### config.mk
export PLATFORM = sky130hd
export DESIGN_NAME = lzwe_pack
export DESIGN_NICKNAME = d
export VERILOG_FILES = /design/src/rtl/lzwe_pkg.sv /design/src/rtl/lzwe_pack.sv
export VERILOG_INCLUDE_DIRS = /design/src /design/src/rtl
export SDC_FILE = /design/constraint.sdc
export NUM_CORES = 1
export LEC_CHECK = 0
export BUFFER_PORTS_ARGS = -buffer_cell sky130_fd_sc_hd__buf_2
export CELL_PAD_IN_SITES_DETAIL_PLACEMENT = 2
export CELL_PAD_IN_SITES_GLOBAL_PLACEMENT = 2
export CORE_AREA = 8 8 180 199
export CTS_CLUSTER_DIAMETER = 80
export DETAILED_ROUTE_END_ITERATION = 10
export DIE_AREA = 0 0 188 207
export PLACE_DENSITY_LB_ADDON = 0.1
export RECOVER_POWER = 50
export SETUP_SLACK_MARGIN = 0.02
export SLEW_MARGIN = 20
export SYNTH_ARGS = -nofsm -noshare
export SYNTH_HDL_FRONTEND = slang
export SYNTH_SLANG_ARGS = --single-unit
### constraint.sdc
create_clock -name i_clk -period 3.15 [get_ports i_clk]
set_input_delay 0.63 -clock i_clk [delete_from_list [all_inputs] [get_ports i_clk]]
set_output_delay 0.63 -clock i_clk [all_outputs]
set_load 0.03 [all_outputs]
### src/rtl/assert_macros.svh
// ----------------------------------------------------------------------------
// assert_macros.svh
// assertion wrappers shared by the lzw encoder modules, removable as a group
// ----------------------------------------------------------------------------
`ifndef ASSERT_MACROS_SVH
`define ASSERT_MACROS_SVH

`ifndef NO_ASSERTIONS

// same-cycle implication, checked out of reset only
`define LZWE_ASSERT(lbl, clk, rst_n, ante, cons, msg) \
    lbl: assert property (@(posedge clk) disable iff (!rst_n) (ante) |-> (cons)) else $error(msg);

// next-cycle implication, checked out of reset only
`define LZWE_ASSERT_NXT(lbl, clk, rst_n, ante, cons, msg) \
    lbl: assert property (@(posedge clk) disable iff (!rst_n) (ante) |=> (cons)) else $error(msg);

`else

`define LZWE_ASSERT(lbl, clk, rst_n, ante, cons, msg)
`define LZWE_ASSERT_NXT(lbl, clk, rst_n, ante, cons, msg)

`endif

`endif

### src/rtl/lzwe_pkg.sv
// ----------------------------------------------------------------------------
// lzwe_pkg
// shared constants, types and records of the gif lzw code stream encoder
// ----------------------------------------------------------------------------
`default_nettype none

package lzwe_pkg;

    // symbol and code sizes
    localparam int SYMBOL_BITS   = 8;
    localparam int MAX_CODE_BITS = 12;
    localparam int CODE_W        = MAX_CODE_BITS;
    localparam int CODE_LIMIT    = (1 << MAX_CODE_BITS) - 1;
    localparam int WIDTH_W       = 4;
    localparam int CFG_W         = 4;
    localparam int MIN_CODE_LOW  = 2;
    localparam int MIN_CODE_RST  = 8;
    localparam int BYTE_W        = 8;

    // dictionary of child codes, tagged with the table generation
    localparam int ADDR_W        = MAX_CODE_BITS + SYMBOL_BITS;
    localparam int CHILD_DEPTH   = 1 << ADDR_W;
    localparam int EPOCH_W       = 8;
    localparam int EPOCH_MAX     = (1 << EPOCH_W) - 1;
    localparam int ENTRY_W       = EPOCH_W + CODE_W;

    // code records and bit packing
    localparam int REC_SLOTS     = 4;
    localparam int SLOT_IDX_W    = $clog2(REC_SLOTS);
    localparam int REC_CNT_W     = $clog2(REC_SLOTS + 1);
    localparam int FIFO_DEPTH    = 4;
    localparam int FIFO_PTR_W    = $clog2(FIFO_DEPTH);
    localparam int FIFO_CNT_W    = $clog2(FIFO_DEPTH + 1);
    localparam int ACC_W         = MAX_CODE_BITS + BYTE_W - 1;
    localparam int ACC_CNT_W     = $clog2(ACC_W + 1);

    typedef logic [CODE_W-1:0]      t_code;
    typedef logic [CODE_W:0]        t_code_ext;
    typedef logic [WIDTH_W-1:0]     t_width;
    typedef logic [CFG_W-1:0]       t_cfg;
    typedef logic [SYMBOL_BITS-1:0] t_sym;
    typedef logic [ADDR_W-1:0]      t_addr;
    typedef logic [EPOCH_W-1:0]     t_epoch;
    typedef logic [ENTRY_W-1:0]     t_entry;
    typedef logic [SLOT_IDX_W-1:0]  t_slot_idx;
    typedef logic [REC_CNT_W-1:0]   t_rec_cnt;
    typedef logic [FIFO_PTR_W-1:0]  t_fifo_ptr;
    typedef logic [FIFO_CNT_W-1:0]  t_fifo_cnt;
    typedef logic [ACC_W-1:0]       t_acc;
    typedef logic [ACC_CNT_W-1:0]   t_acc_cnt;
    typedef logic [BYTE_W-1:0]      t_byte;

    // dictionary access from the lookup stage
    typedef struct packed {
        logic   rd_en;
        t_addr  rd_addr;
        logic   wr_en;
        t_addr  wr_addr;
        t_code  wr_code;
        logic   restart;
    } t_dict_req;

    typedef struct packed {
        logic   busy;
        logic   hit;
        t_code  code;
    } t_dict_rsp;

    // one code and its width on the wire
    typedef struct packed {
        t_code  code;
        t_width width;
    } t_code_slot;

    // all codes that one pixel produces, in stream order
    typedef struct packed {
        t_code_slot [REC_SLOTS-1:0] slot;
        t_rec_cnt                   count;
        logic                       last;
    } t_code_rec;

endpackage

`default_nettype wire

### src/rtl/lzwe_pack.sv
// ----------------------------------------------------------------------------
// lzwe_pack
// code record queue and lsb-first bit packer with a registered byte output
// ----------------------------------------------------------------------------
`default_nettype none

`include "assert_macros.svh"

module lzwe_pack (
    input  wire logic                i_clk,
    input  wire logic                i_rst_n,
    input  wire lzwe_pkg::t_code_rec i_rec,
    input  wire logic                i_rec_push,
    output logic                     o_rec_ready,
    output logic                     o_valid,
    input  wire logic                i_stall,
    output lzwe_pkg::t_byte          o_out_byte,
    output logic                     o_last_byte
);

    lzwe_pkg::t_code_rec  r_fifo [lzwe_pkg::FIFO_DEPTH];
    lzwe_pkg::t_fifo_ptr  r_wr_ptr;
    lzwe_pkg::t_fifo_ptr  r_rd_ptr;
    lzwe_pkg::t_fifo_cnt  r_cnt;
    lzwe_pkg::t_slot_idx  r_slot;
    lzwe_pkg::t_acc       r_acc;
    lzwe_pkg::t_acc_cnt   r_nbits;
    logic                 r_flush;
    logic                 r_ovalid;
    lzwe_pkg::t_byte      r_obyte;
    logic                 r_olast;

    lzwe_pkg::t_code_rec  head;
    lzwe_pkg::t_code_slot cur;
    logic                 out_free;
    logic                 emit;
    logic                 emit_last;
    lzwe_pkg::t_acc_cnt   bits_after;
    lzwe_pkg::t_acc       acc_after;
    logic                 append;
    lzwe_pkg::t_code_ext  code_mask;
    lzwe_pkg::t_acc       shifted;
    logic                 pop;

    always_comb begin
        head      = r_fifo[r_rd_ptr];
        cur       = head.slot[r_slot];
        out_free  = !r_ovalid || !i_stall;
        // full byte ready, or the padded tail of an image
        emit      = out_free && ((r_nbits >= lzwe_pkg::t_acc_cnt'(lzwe_pkg::BYTE_W))
                    || (r_flush && (r_nbits != '0)));
        emit_last = r_flush && (r_nbits <= lzwe_pkg::t_acc_cnt'(lzwe_pkg::BYTE_W));
        if (!emit) begin
            bits_after = r_nbits;
            acc_after  = r_acc;
        end else begin
            acc_after = r_acc >> lzwe_pkg::BYTE_W;
            if (r_nbits >= lzwe_pkg::t_acc_cnt'(lzwe_pkg::BYTE_W)) begin
                bits_after = r_nbits - lzwe_pkg::t_acc_cnt'(lzwe_pkg::BYTE_W);
            end else begin
                bits_after = '0;
            end
        end
        append    = (r_cnt != '0) && !r_flush
                    && (bits_after < lzwe_pkg::t_acc_cnt'(lzwe_pkg::BYTE_W));
        code_mask = (lzwe_pkg::t_code_ext'(1) << cur.width) - lzwe_pkg::t_code_ext'(1);
        shifted   = lzwe_pkg::t_acc'(cur.code & code_mask[lzwe_pkg::CODE_W-1:0]) << bits_after;
        pop       = append
                    && ((lzwe_pkg::t_rec_cnt'(r_slot) + lzwe_pkg::t_rec_cnt'(1)) == head.count);
    end

    assign o_rec_ready = (r_cnt != lzwe_pkg::t_fifo_cnt'(lzwe_pkg::FIFO_DEPTH));
    assign o_valid     = r_ovalid;
    assign o_out_byte  = r_obyte;
    assign o_last_byte = r_olast;

    always_ff @(posedge i_clk) begin
        if (i_rec_push) begin
            r_fifo[r_wr_ptr] <= i_rec;
        end
        if (out_free && emit) begin
            r_obyte <= r_acc[lzwe_pkg::BYTE_W-1:0];
            r_olast <= emit_last;
        end
    end

    always_ff @(posedge i_clk) begin
        if (!i_rst_n) begin
            r_wr_ptr <= '0;
            r_rd_ptr <= '0;
            r_cnt    <= '0;
            r_slot   <= '0;
            r_acc    <= '0;
            r_nbits  <= '0;
            r_flush  <= 1'b0;
            r_ovalid <= 1'b0;
        end else begin
            if (i_rec_push) begin
                r_wr_ptr <= r_wr_ptr + lzwe_pkg::t_fifo_ptr'(1);
            end
            if (pop) begin
                r_rd_ptr <= r_rd_ptr + lzwe_pkg::t_fifo_ptr'(1);
            end
            case ({i_rec_push, pop})
                2'b10:   r_cnt <= r_cnt + lzwe_pkg::t_fifo_cnt'(1);
                2'b01:   r_cnt <= r_cnt - lzwe_pkg::t_fifo_cnt'(1);
                default: r_cnt <= r_cnt;
            endcase
            if (pop) begin
                r_slot <= '0;
            end else if (append) begin
                r_slot <= r_slot + lzwe_pkg::t_slot_idx'(1);
            end
            r_acc   <= acc_after | (append ? shifted : '0);
            r_nbits <= bits_after
                       + (append ? lzwe_pkg::t_acc_cnt'(cur.width) : lzwe_pkg::t_acc_cnt'(0));
            if (emit && emit_last) begin
                r_flush <= 1'b0;
            end else if (pop && head.last) begin
                r_flush <= 1'b1;
            end
            if (out_free) begin
                r_ovalid <= emit;
            end
        end
    end

    `LZWE_ASSERT(a_fifo_bound, i_clk, i_rst_n, 1'b1, r_cnt <= lzwe_pkg::t_fifo_cnt'(lzwe_pkg::FIFO_DEPTH), "record queue overrun")
    `LZWE_ASSERT(a_flush_has_bits, i_clk, i_rst_n, r_flush, r_nbits != '0, "flush with empty accumulator")
    `LZWE_ASSERT(a_acc_bound, i_clk, i_rst_n, 1'b1, r_nbits <= lzwe_pkg::t_acc_cnt'(lzwe_pkg::ACC_W), "accumulator overfilled")
    `LZWE_ASSERT(a_head_nonempty, i_clk, i_rst_n, r_cnt != '0, head.count != '0, "empty record queued")

endmodule

`default_nettype wire

==> impl_metrics.yaml <==
sta:
  period_needed_ps: 3170
  fin_hold_ws_ps: 367
  setup_slack_ps: -22.3
  rsz0062_at_grt: "true"
  relSlewSlack_pct: 32.5
  worstMarginPinSlew_ps: 1010
  timing.fmax_ghz: 0.315
  skew_ps: 24.9
  fin_crit_sh_pct: 101
  final-hold-violation-count: 0
  setup_viol: 4
  slew_violations: 0
yosys:
  synth_nets: 844
  ys_types: 62
  yosys-top-cells-count: "edfxtp_1 (281), mux4_2 (66), nor2_1 (53)"
  ys.flop_type: "edfxtp_1"
  synth_top_area_cell: "edfxtp_1"
  ys_ff_latch: 318
  syn_inst: 759
  synth_edf_count: 281
  synthArstFlopShare_pct: 0
  yosysSeqAreaShare_pct: 70.2
  post-synth-top-count-cell: "edfxtp_1"
  yosysTopAreaCellShare_pct: 64.5
  syn_area_per_cell_um2: 17.2
  synth.area.top_cells: "edfxtp_1 (65%), mux4_2 (11%), dfxtp_1 (5.7%), nor2_1 (1.5%), nand2_1 (1.3%)"
  ys_warn_count: 0
  syn_area_um2: 13100
pwr:
  vdd_drop_max_mv: 0.511
  power.share.sequential_pct: 39.8
  p_leak_nw: 5.21
  total_power_mw: 12.8
  p_clk_share_pct: 31.4
  p_sw_share_pct: 31.0
  power_per_cell_area_nw_per_um2: 809
  combPwrFrac_pct: 28.8
  p_int_mw: 8.82
  switchingPower_mw: 3.97
global_route:
  grt_start_max_net_pins: 38
  grt_pass1_vias: 8619
  track_usage_pct: 18.3
  gr-total-overflow: 0
  grt_pass1_wl_um: 54600
  antenna_found_initial: 3
setup_path:
  worstPathRequired_ps: 3530
  cp_max_fo: 5
  reg2reg_slack_ps: -20
  path_class: "register to register"
  endpoint_kind: "register"
  reg2regPathDepth: 13
  cp-start-kind: "register"
  r2r_end: "r_acc[9]"
  critPathArrivalTime_ps: 3560
routing:
  via_per_inst: 5.48
  detail-route-antenna-nets: 0
  wl_per_cell_um: 25.7
  drt_iter0_markers: 410
  routed_wirelength_um: 35700
  num_vias: 7583
  dr.pass1.iters: 5
  drcViolationCount: 0
clock_tree:
  clk_latency_ps: 530
  cts-hold-fix-buffers: 0
  root_buffer: "clkbuf_16"
  clkTransAtPathRegs_ps: 60
  cts.sinks: 318
  htree_levels: 2
  cts_buffer_depth: 3
  numCtsBuffers: 36
  cts_tree: "yes"
min_path:
  worstHoldPathType: "primary input to register"
  min_from: "i_rec[40]"
  min_path_cells: 1
  whs_endpoint: "r_fifo[2][40]"
job:
  cap_violations: 0
status:
  run_status: "finished with violations"
  violations: "setup timing"
floorplan:
  die_area_um2: 38900
  die_y_um: 207
  start_util_pct: 40.0
  core_area_um2: 32700
  die_w_um: 188
  ios: 83
  rows: 70
placed_design:
  io_buffers: 82
  dp_slack_ps: -229
  place.gp.congestion: 0.855
  hpwl_um: 25000
cells_and_area:
  nets: 1012
  areaGrowthSynthToFinish_pct: 20.9
  diodes: 0
  fill_cells: 3067
  final_layout_size_suffix_gt1_share_pct: 27.7
[cell usage in the layout, fill, tap and decap left out, drive strengths merged, types with 6 or more instances in the layout]
master  synthesis  layout
xnor2           6       6
and2           11      11
inv            14      16
mux2           10      10
o211ai         11      11
buf            23      95
clkinv          0      14
mux4           66      66
nand2          44      44
nand4           6       6
dfxtp          37      37
mux2i          16      16
nand2b          6       6
clkbuf         12     115
o21ai          23      23
a31oi          10      10
xor2            6       6
nand3          10      10
edfxtp        281     281
o22ai           6       6
nor2           53      53
a221oi          9       9
ha             11      11
a21oi          28      28
[how the worst max path moves through the flow]
stage	start	end	slack (ps)
3_3_place_gp	register	r_acc[7]	2
3_5_place_dp	register	r_acc[13]	-230
2_1_floorplan	register	r_cnt[2]	20
4_1_cts	register	r_acc[10]	30
6_report	register	r_acc[9]	-20
5_1_grt	register	r_acc[10]	-200
[cells by family (layout without fill, tap and decap cells)]
family / after synthesis / after routing / share of synthesized area, %
mux: 92 / 92 / 13.5
simple gates: 149 / 149 / 5.36
flops: 318 / 318 / 70.2
compound gates: 126 / 126 / 6.83
fa+ha+maj: 13 / 13 / 1.36
xor+xnor: 12 / 12 / 0.804
buf+inv: 49 / 243 / 2.01
[worst max-delay path: stages, from the launching register on]
cell and delay [ps]:
dfxtp_4 370, buf_4 120, mux4_2 480, nand2b_1 180, and4_1 230, nor3_2 270, nand3_1 170, ha_4 210
buf_6 120, buf_4 140, o2111ai_1 210, a31oi_2 190, a221oi_2 250, a21oi_1 90
[area by class of cell]
type                    count  area (um2)  area share, %
multi-input cells         392        3780           23.9
flip-flops and latches    318        9190           58.1
inverters                  14        55.1          0.348
repair buffers            165        1130           7.12
clock inverters            19         179           1.13
clock buffers              45         945           5.97
well taps                 432         541           3.42
[per-layer routing]
metal  up-vias  routed length (um)  track usage [%]
met4         6                 916             5.76
met1      3962               14300             22.1
met2       162               18900             32.6
met3        64                1450             3.29
li1       3389                   -                -
met5         -                  32                0
[stage by stage]
step	TNS (ps)	area, um2	std cells	util [%]
4_1_cts	0	15700	1374	48.2
3_5_place_dp	-1020	14400	1299	44.2
3_3_place_gp	0	14400	1299	44.2
2_1_floorplan	0	13100	759	-
5_1_grt	-1940	15800	1385	48.4
6_report	-39.8	15800	1385	48.4
[state kept, by name, summed over array words and instances, names as in the netlist, 2 cells and up, named ones only]
register and flops:
r_fifo 272, r_cnt 3, r_slot 2, r_acc 19, r_rd_ptr 2, r_nbits 5
o_out_byte 8, r_wr_ptr 2
[power by group through the flow]
stage	Sequential, mW	Combinational, mW	Clock (mW)
CTS	5.09	3.53	4.15
finish	5.08	3.69	4.02
global route	5.11	3.98	4.27
detailed placement	5.18	3.36	0
floorplan	5.19	2.07	0
global placement	5.15	3.24	0
[repair_timing]
| action | 4_1_cts | 5_1_grt |
|---|---|---|
| gates resized for setup | 24 | 17 |
| endpoints found under the hold margin | 0 | 0 |
| endpoints found under the setup margin | 13 | 17 |
| buffers inserted | 10 | 12 |
| gates cloned | 1 | 0 |
| pin swaps | 16 | 29 |
No activity file was read; power rests on OpenSTA's default activity.
